<file path="src/hw/rtl/rzo_pkg.sv">
package rzo_pkg;

  localparam int ZONE_COUNT_DEF = 3;
  localparam int MAX_POINTS_DEF = 8;

  localparam int CM_TO_MM   = 10;
  localparam int MIN_POINTS = 3;
  localparam logic [7:0] COUNT_MAX = 8'd255;

  // Vertex coordinates after scaling to millimetres, edge deltas and products.
  localparam int SC_W   = 20;
  localparam int DIFF_W = SC_W + 1;
  localparam int PROD_W = 2 * DIFF_W;

  localparam logic [1:0] OP_VERTEX = 2'd0;
  localparam logic [1:0] OP_ZONE   = 2'd1;
  localparam logic [1:0] OP_TARGET = 2'd2;

  typedef struct packed {
    logic [1:0]         operation;
    logic [1:0]         zone_index;
    logic [2:0]         vertex_index;
    logic signed [15:0] vertex_x_cm;
    logic signed [15:0] vertex_y_cm;
    logic [3:0]         zone_points;
    logic [15:0]        move_threshold;
    logic               target_present;
    logic signed [15:0] target_x_mm;
    logic signed [15:0] target_y_mm;
    logic signed [15:0] target_speed;
    logic               last_target;
  } in_t;

  typedef struct packed {
    logic [1:0] zone_id;
    logic [7:0] zone_target_count;
    logic       zone_presence;
    logic       zone_movement;
    logic       last_zone;
  } out_t;

  typedef enum logic [2:0] {
    ST_IDLE,
    ST_ZONE,
    ST_RD_A,
    ST_RD_B,
    ST_MUL_L,
    ST_MUL_R,
    ST_EVAL,
    ST_EMIT
  } state_e;

  typedef struct packed {
    logic en;
    logic sel;
  } edge_ctl_t;

  typedef struct packed {
    logic on_edge;
    logic crossing;
  } edge_res_t;

endpackage

</file>
<file path="src/hw/rtl/rzo_edge_unit.sv">
module rzo_edge_unit (
  input  logic                              clk_i,
  input  rzo_pkg::edge_ctl_t               ctl_i,
  input  logic signed [rzo_pkg::SC_W-1:0]   px_i,
  input  logic signed [rzo_pkg::SC_W-1:0]   py_i,
  input  logic signed [rzo_pkg::SC_W-1:0]   ax_i,
  input  logic signed [rzo_pkg::SC_W-1:0]   ay_i,
  input  logic signed [rzo_pkg::SC_W-1:0]   bx_i,
  input  logic signed [rzo_pkg::SC_W-1:0]   by_i,
  output rzo_pkg::edge_res_t                res_o
);
  import rzo_pkg::*;

  logic signed [DIFF_W-1:0] op_a, op_b;
  logic signed [PROD_W-1:0] prod;
  logic signed [PROD_W-1:0] left_q, right_q;
  logic signed [PROD_W:0]   cross_val;
  logic                     cross_zero, cross_neg, in_box, straddle;

  // One multiplier serves both products of the edge test: the left product
  // (px-ax)*(by-ay) and the right product (bx-ax)*(py-ay).
  always_comb begin
    if (ctl_i.sel) begin
      op_a = DIFF_W'(bx_i) - DIFF_W'(ax_i);
      op_b = DIFF_W'(py_i) - DIFF_W'(ay_i);
    end else begin
      op_a = DIFF_W'(px_i) - DIFF_W'(ax_i);
      op_b = DIFF_W'(by_i) - DIFF_W'(ay_i);
    end
    prod = PROD_W'(op_a) * PROD_W'(op_b);
  end

  always_ff @(posedge clk_i) begin
    if (ctl_i.en) begin
      if (ctl_i.sel) begin
        right_q <= prod;
      end else begin
        left_q <= prod;
      end
    end
  end

  // The cross product is left minus right, so its sign also orders the two.
  always_comb begin
    cross_val  = (PROD_W + 1)'(left_q) - (PROD_W + 1)'(right_q);
    cross_zero = (cross_val == '0);
    cross_neg  = cross_val[PROD_W];
    in_box     = ((px_i >= ax_i && px_i <= bx_i) || (px_i >= bx_i && px_i <= ax_i)) &&
                 ((py_i >= ay_i && py_i <= by_i) || (py_i >= by_i && py_i <= ay_i));
    straddle   = (ay_i > py_i) != (by_i > py_i);
    res_o.on_edge  = cross_zero && in_box;
    res_o.crossing = straddle &&
                     ((by_i > ay_i && cross_neg) ||
                      (by_i < ay_i && !cross_neg && !cross_zero));
  end

endmodule

</file>
<file path="src/hw/rtl/radar_zone_occupancy.sv">
// Radar zone occupancy counter.
// Items arrive on item_i and are taken at a rising edge where start_i is high
// and busy_o is low. Vertex loads and zone settings loads leave busy_o low.
// A radar target that is present keeps busy_o high while it is tested
// against every zone: a disabled zone is passed over in ST_ZONE, an enabled
// zone runs ST_ZONE and ST_RD_A and then ST_RD_B, ST_MUL_L, ST_MUL_R and
// ST_EVAL once per edge, stopping early when the target lies on an edge.
// Each edge needs two products from the single shared multiplier, a compare
// in ST_EVAL and one registered read of the vertex memory.
// On a frame's last target the block then puts out one result per zone, in
// zone order, each on result_o for exactly one cycle with result_valid_o
// high; the last one appears in the cycle in which busy_o drops. The receiver
// cannot stall, so nothing waits on it.
// Reset clears zone settings, hit counts and movement flags; vertex memory
// holds whatever it held until each vertex is loaded.
module radar_zone_occupancy #(
  parameter int ZONE_COUNT = rzo_pkg::ZONE_COUNT_DEF,
  parameter int MAX_POINTS = rzo_pkg::MAX_POINTS_DEF
) (
  input  logic          clk_i,
  input  logic          rst_ni,
  input  logic          start_i,
  output logic          busy_o,
  input  rzo_pkg::in_t  item_i,
  output logic          result_valid_o,
  output rzo_pkg::out_t result_o
);
  import rzo_pkg::*;

  localparam int ZW    = (ZONE_COUNT > 1) ? $clog2(ZONE_COUNT) : 1;
  localparam int PW    = $clog2(MAX_POINTS);
  localparam int CW    = (PW > 4) ? PW : 4;
  localparam int DEPTH = ZONE_COUNT * MAX_POINTS;
  localparam int AW    = (DEPTH > 1) ? $clog2(DEPTH) : 1;

  function automatic logic signed [SC_W-1:0] cm_to_mm(logic [15:0] v);
    logic signed [SC_W-1:0] e;
    e = SC_W'($signed(v));
    return e * SC_W'(CM_TO_MM);
  endfunction

  function automatic logic [AW-1:0] vaddr(logic [ZW-1:0] z, logic [PW-1:0] k);
    return AW'(z) * AW'(MAX_POINTS) + AW'(k);
  endfunction

  state_e state_q, state_d;

  logic [ZW-1:0] z_q;
  logic [PW-1:0] cur_q;
  logic          inside_q, last_q;

  logic signed [SC_W-1:0] px_q, py_q, ax_q, ay_q, bx_q, by_q;
  logic [16:0]            aspd_q;

  logic [3:0]  zone_pts_q [ZONE_COUNT];
  logic [15:0] zone_lim_q [ZONE_COUNT];
  logic [7:0]  hit_q      [ZONE_COUNT];
  logic        mov_q      [ZONE_COUNT];

  logic [31:0]   mem [DEPTH];
  logic [31:0]   rd_q;
  logic          rd_en;
  logic [PW-1:0] rd_idx;
  logic [AW-1:0] rd_addr;

  logic          accept;
  logic [3:0]    npts;
  logic          zone_en, zone_wrap, last_edge, zone_done, inside_next, zone_hit;
  logic [ZW-1:0] z_next;
  logic [16:0]   spd_ext;
  logic          latch_a, latch_b;
  edge_ctl_t     edge_ctl;
  edge_res_t     edge_res;
  out_t          res_q;
  logic          res_valid_q;

  assign accept = start_i && !busy_o;

  always_comb begin
    npts        = zone_pts_q[z_q];
    zone_en     = (npts >= 4'(MIN_POINTS)) && (6'(npts) <= 6'(MAX_POINTS));
    zone_wrap   = (z_q == ZW'(ZONE_COUNT - 1));
    z_next      = zone_wrap ? '0 : z_q + ZW'(1);
    last_edge   = (CW'(cur_q) == CW'(npts) - CW'(1));
    zone_done   = edge_res.on_edge || last_edge;
    inside_next = inside_q ^ edge_res.crossing;
    zone_hit    = edge_res.on_edge || (last_edge && inside_next);
    spd_ext     = {item_i.target_speed[15], item_i.target_speed};
  end

  // Next state.
  always_comb begin
    state_d = state_q;
    case (state_q)
      ST_IDLE: begin
        if (accept && item_i.operation == OP_TARGET) begin
          if (item_i.target_present) begin
            state_d = ST_ZONE;
          end else if (item_i.last_target) begin
            state_d = ST_EMIT;
          end
        end
      end
      ST_ZONE: begin
        if (zone_en) begin
          state_d = ST_RD_A;
        end else if (zone_wrap) begin
          state_d = last_q ? ST_EMIT : ST_IDLE;
        end
      end
      ST_RD_A:  state_d = ST_RD_B;
      ST_RD_B:  state_d = ST_MUL_L;
      ST_MUL_L: state_d = ST_MUL_R;
      ST_MUL_R: state_d = ST_EVAL;
      ST_EVAL: begin
        if (!zone_done) begin
          state_d = ST_RD_B;
        end else if (!zone_wrap) begin
          state_d = ST_ZONE;
        end else begin
          state_d = last_q ? ST_EMIT : ST_IDLE;
        end
      end
      ST_EMIT: begin
        if (zone_wrap) begin
          state_d = ST_IDLE;
        end
      end
      default: state_d = ST_IDLE;
    endcase
  end

  // Sequencer outputs.
  always_comb begin
    busy_o       = 1'b1;
    rd_en        = 1'b0;
    rd_idx       = cur_q;
    latch_a      = 1'b0;
    latch_b      = 1'b0;
    edge_ctl.en  = 1'b0;
    edge_ctl.sel = 1'b0;
    case (state_q)
      ST_IDLE: busy_o = 1'b0;
      ST_ZONE: begin
        // The first edge runs from the last vertex back to the first one.
        rd_en  = zone_en;
        rd_idx = PW'(npts - 4'd1);
      end
      ST_RD_A: begin
        latch_a = 1'b1;
        rd_en   = 1'b1;
        rd_idx  = cur_q;
      end
      ST_RD_B:  latch_b = 1'b1;
      ST_MUL_L: edge_ctl.en = 1'b1;
      ST_MUL_R: begin
        edge_ctl.en  = 1'b1;
        edge_ctl.sel = 1'b1;
      end
      ST_EVAL: begin
        rd_en  = !zone_done;
        rd_idx = cur_q + PW'(1);
      end
      ST_EMIT: busy_o = 1'b1;
      default: busy_o = 1'b1;
    endcase
  end

  assign rd_addr = vaddr(z_q, rd_idx);

  always_ff @(posedge clk_i) begin
    if (accept && item_i.operation == OP_VERTEX &&
        32'(item_i.zone_index) < ZONE_COUNT && 32'(item_i.vertex_index) < MAX_POINTS) begin
      mem[vaddr(ZW'(item_i.zone_index), PW'(item_i.vertex_index))] <=
        {item_i.vertex_x_cm, item_i.vertex_y_cm};
    end
    if (rd_en) begin
      rd_q <= mem[rd_addr];
    end
  end

  always_ff @(posedge clk_i) begin
    if (accept && item_i.operation == OP_TARGET) begin
      px_q   <= SC_W'(item_i.target_x_mm);
      py_q   <= SC_W'(item_i.target_y_mm);
      aspd_q <= spd_ext[16] ? (~spd_ext + 17'd1) : spd_ext;
    end
    if (latch_a) begin
      ax_q <= cm_to_mm(rd_q[31:16]);
      ay_q <= cm_to_mm(rd_q[15:0]);
    end
    if (latch_b) begin
      bx_q <= cm_to_mm(rd_q[31:16]);
      by_q <= cm_to_mm(rd_q[15:0]);
    end else if (state_q == ST_EVAL) begin
      // The end of this edge starts the next one.
      ax_q <= bx_q;
      ay_q <= by_q;
    end
    if (state_q == ST_EMIT) begin
      res_q.zone_id           <= 2'(z_q);
      res_q.zone_target_count <= hit_q[z_q];
      res_q.zone_presence     <= (hit_q[z_q] != '0);
      res_q.zone_movement     <= mov_q[z_q];
      res_q.last_zone         <= zone_wrap;
    end
  end

  always_ff @(posedge clk_i or negedge rst_ni) begin
    if (!rst_ni) begin
      state_q     <= ST_IDLE;
      z_q         <= '0;
      cur_q       <= '0;
      inside_q    <= 1'b0;
      last_q      <= 1'b0;
      res_valid_q <= 1'b0;
      for (int i = 0; i < ZONE_COUNT; i++) begin
        zone_pts_q[i] <= '0;
        zone_lim_q[i] <= '0;
        hit_q[i]      <= '0;
        mov_q[i]      <= 1'b0;
      end
    end else begin
      state_q     <= state_d;
      res_valid_q <= (state_q == ST_EMIT);
      case (state_q)
        ST_IDLE: begin
          if (accept && item_i.operation == OP_ZONE && 32'(item_i.zone_index) < ZONE_COUNT) begin
            zone_pts_q[ZW'(item_i.zone_index)] <= item_i.zone_points;
            zone_lim_q[ZW'(item_i.zone_index)] <= item_i.move_threshold;
          end
          if (accept && item_i.operation == OP_TARGET) begin
            last_q <= item_i.last_target;
            z_q    <= '0;
          end
        end
        ST_ZONE: begin
          inside_q <= 1'b0;
          cur_q    <= '0;
          if (!zone_en) begin
            z_q <= z_next;
          end
        end
        ST_EVAL: begin
          inside_q <= inside_next;
          if (zone_done) begin
            if (zone_hit) begin
              if (hit_q[z_q] != COUNT_MAX) begin
                hit_q[z_q] <= hit_q[z_q] + 8'd1;
              end
              if (aspd_q > 17'(zone_lim_q[z_q])) begin
                mov_q[z_q] <= 1'b1;
              end
            end
            z_q <= z_next;
          end else begin
            cur_q <= cur_q + PW'(1);
          end
        end
        ST_EMIT: begin
          hit_q[z_q] <= '0;
          mov_q[z_q] <= 1'b0;
          z_q        <= z_next;
        end
        default: begin
        end
      endcase
    end
  end

  rzo_edge_unit u_edge (
    .clk_i (clk_i),
    .ctl_i (edge_ctl),
    .px_i  (px_q),
    .py_i  (py_q),
    .ax_i  (ax_q),
    .ay_i  (ay_q),
    .bx_i  (bx_q),
    .by_i  (by_q),
    .res_o (edge_res)
  );

  assign result_valid_o = res_valid_q;
  assign result_o       = res_q;

  a_result_from_emit : assert property (@(posedge clk_i) disable iff (!rst_ni)
    result_valid_o |-> $past(state_q) == ST_EMIT)
    else $error("result strobe without an emit cycle");

  a_last_zone_ends_burst : assert property (@(posedge clk_i) disable iff (!rst_ni)
    (result_valid_o && result_o.last_zone) |=> !result_valid_o)
    else $error("result after the last zone of a frame");

  a_products_in_order : assert property (@(posedge clk_i) disable iff (!rst_ni)
    (state_q == ST_MUL_L) |=> (state_q == ST_MUL_R))
    else $error("edge products out of sequence");

  a_read_in_range : assert property (@(posedge clk_i) disable iff (!rst_ni)
    rd_en |-> (32'(rd_addr) < DEPTH))
    else $error("vertex read beyond the memory");

  a_busy_in_emit : assert property (@(posedge clk_i) disable iff (!rst_ni)
    (state_q == ST_EMIT) |-> busy_o && !accept)
    else $error("transaction accepted while results are emitted");

endmodule
</file>
<file path="config.mk">
export PLATFORM = sky130hd
export DESIGN_NAME = radar_zone_occupancy
export DESIGN_NICKNAME = d
export VERILOG_FILES = /design/src/hw/rtl/rzo_pkg.sv /design/src/hw/rtl/rzo_edge_unit.sv /design/src/hw/rtl/radar_zone_occupancy.sv
export SDC_FILE = /design/constraint.sdc
export NUM_CORES = 2
export LEC_CHECK = 0
export ABC_AREA = 1
export BUFFER_PORTS_ARGS = -buffer_cell sky130_fd_sc_hd__buf_2
export CORE_MARGIN = 3
export CORE_UTILIZATION = 64
export CTS_CLUSTER_DIAMETER = 80
export DETAILED_ROUTE_END_ITERATION = 10
export HOLD_SLACK_MARGIN = 0.06
export PLACE_DENSITY = 0.87
export SYNTH_ARGS = -nofsm -noshare
export SYNTH_HDL_FRONTEND = slang
export SYNTH_SLANG_ARGS = --single-unit
</file>
<file path="constraint.sdc">
create_clock -name clk_i -period 10.15 [get_ports clk_i]
set_input_delay 0.5075 -clock clk_i [delete_from_list [all_inputs] [get_ports clk_i]]
set_output_delay 0.5075 -clock clk_i [all_outputs]
set_load 0.02 [all_outputs]
</file>
==> impl_metrics.json <==
{
  "drt_iter0_markers": 7336,
  "overflow": 0,
  "slew_violations": 0,
  "cp_data_arrival_time_ns": 9.98,
  "drc": 0,
  "reg2reg_from": "px_q[0]",
  "antenna_found_initial": 18,
  "critPathLaunchType": "flop",
  "grt_use_total_pct": 35.16,
  "drive_gt1_share_pct": 7.120,
  "crit_start": "px_q[0]",
  "grt_pass1_vias": 54220,
  "vias": 54080,
  "status": "finished, final reports clean",
  "final_nets": 8100,
  "cts_tree": "built",
  "wl_um": 198500,
  "clock-sinks": 1122,
  "cp_slowest_cell": "fa_1",
  "ant_nets": 0,
  "p_leak_nw": 32.72,
  "routed_via_density": 6.236,
  "synthTopCellsByArea": "edfxtp_1 42%, fa_1 13%, nand2_1 6.3%, ha_1 6.3%, inv_1 5.7%",
  "fp.dieW_um": 336.9,
  "grt_setup_unrepaired": "no",
  "synthMostInstantiatedCell": "nand2_1",
  "yosysUniqueCellTypes": 70,
  "ys_async_sr_fraction_pct": 8.734,
  "area_delta_synth_final_pct": 8.872,
  "coreArea_um2": 107800,
  "htree_num_levels": 3,
  "fin_cells": 8672,
  "gp_congestion": 1.052,
  "synth_cells": 7051,
  "powerDensity_nw_per_um2": 118.7,
  "clock_path_buffers": 3,
  "yosysWarnings": 0,
  "critPathMaxFanout": 13,
  "hold_viol_final": 0,
  "path_delay_family": "adder cells",
  "worstSetupPathType": "reg2reg",
  "grt_pass1_wl_um": 305100,
  "synth_area_um2": 70090,
  "maxCapViolCount": 0,
  "slew_headroom_pct": 10.63,
  "layout_min_cycle_time_ns": 9.542,
  "dp_cells": 8420,
  "dieHeight_um": 336.9,
  "grt_max_degree": 234,
  "synth_common_cells": "1172 x nand2_1, 1060 x inv_1, 984 x edfxtp_1",
  "start_util_pct": 65.02,
  "io_buffers": 126,
  "avgSynthCellArea_um2": 9.941,
  "skew_ns": 0.06433,
  "yosysSeqAreaShare_pct": 46.80,
  "cts_buffers": 109,
  "min_period_over_period_pct": 94.01,
  "io_pins": 127,
  "ir_drop_mv": 0.2190,
  "synth_nets": 7979,
  "synth-edff-count": 984,
  "worstPathRequired_ns": 10.58,
  "max_freq_mhz": 104.8,
  "worstSetupEndpointType": "flop",
  "wl_per_cell_um": 22.89,
  "place_hpwl_um": 130800,
  "tns_ns": 0,
  "path_buf_inv": 9,
  "min_path_type": "in2reg",
  "root_buffer": "clkbuf_16",
  "rows": 120,
  "cpPeakStageDelay_ns": 0.57,
  "dieArea_um2": 113500,
  "first_pass_iters": 9,
  "yosys.area.top_type": "edfxtp_1",
  "worst_slew_pin_slew_ns": 1.337,
  "ys_ff_latch": 1122,
  "clk_pin_slew_ns": 0.06,
  "synth_top_cell_area_share_pct": 42.15,
  "synth_top_flop_cell": "edfxtp_1",
  "insertion_delay_ns": 0.74,
  "holdCritStartpoint": "item_i[53]",
  "setup_viol": 0
}
-- routing by layer --
layer	global-route usage, %	share of wire (%)
met1	43.44	35
met2	58.29	48
met3	7.190	11
met4	19.48	6.6
met5	0	0.038
-- cell usage in the layout (no fill, tap or decap), types with 97 or more instances in the layout --
cell,count
dfrtp_1,97
o221ai_1,119
inv_1,1056
nand3_1,199
a21oi_1,233
clkbuf_16,110
edfxtp_1,984
buf_4,108
o21ai_0,573
buf_2,125
nand2_1,1170
nor2_1,752
fa_1,464
ha_1,351
-- path summary, 6_finish.rpt --
check / to / depth (start not counted) / slack (ns)
setup / recovery: u_edge.right_q[32] / 41 / 0.61
hold / removal: zone_lim_q[3] / 3 / 0.1
setup reg to reg: u_edge.right_q[32] / 41 / 0.61
hold reg to reg: hit_q[3] / 2 / 0.48
max in group asynchronous: z_q[1] / 3 / 8.64
min in group asynchronous: hit_q[10] / 2 / 0.25
-- sequential cells by signal (all words and copies together) (netlist names), 17 cells and up, named ones only --
signal and flops:
zone_lim_q 48, u_edge.left_q 42, bx_q 19, mem 768, ax_q 20, ay_q 20
u_edge.right_q 42, hit_q 24, aspd_q 17, by_q 19, rd_q 32
-- cell type report --
type	count	area [µm²]
Multi-Input combinational cell	4556	32280
Inverter	1113	4199
Timing Repair Buffer	269	1837
Tap cell	1403	1755
Clock buffer	145	2894
Timing Repair inverter	1	5.005
Sequential cell	1122	32800
Clock inverter	55	515.5
Fill cell	7361	31490
Antenna cell	8	20.02
-- cells by family (layout without fill, tap and decap cells) --
logic type,Yosys count,after routing,share of synthesized area [%]
AND/OR/NAND/NOR,2333,2333,13.62
buffers and inverters,1373,1583,7.545
AO/OA/AOI/OAI,1272,1272,10.81
flip-flops,1122,1122,46.80
adder cells (fa/ha/maj),816,816,19.55
XOR/XNOR,133,133,1.662
other,1,9,0.005350
multiplexers,1,1,0.01428
-- per-stage QoR --
step | cell area [µm²] | worst slack [ns] | total power, mW | hold WS, ns | utilization (%)
CTS | 76160 | 0.2838 | 9.045 | 0.06482 | 70.65
floorplan | 70090 | 1.530 | 5.117 | 0.2119 | -
global route | 76300 | 0.05496 | 9.244 | 0.08305 | 70.78
global placement | 72430 | 0.7185 | 5.192 | 0.4569 | 67.19
detailed placement | 72430 | 0.3709 | 5.196 | 0.4662 | 67.19
finish | 76310 | 0.6081 | 9.058 | 0.09735 | 70.79
-- report_power, final --
group	total (mW)	switching (mW)	internal, mW
combinational	0.109	0.0792	0.0293
sequential	5.00	0	5.00
clock	3.95	1.80	2.14
total	9.06	1.88	7.18
-- repair_timing --
action,CTS,global route
setup endpoints to repair,0,16
buffers inserted,0,11
endpoints found under the hold margin,68,0
hold buffers,32,0
gates resized for setup,0,15
-- worst min-delay path, stage by stage --
cell and delay (ns):
buf_2 0.11, inv_1 0.07, o21ai_0 0.08
No activity file was read; power rests on OpenSTA's default activity.
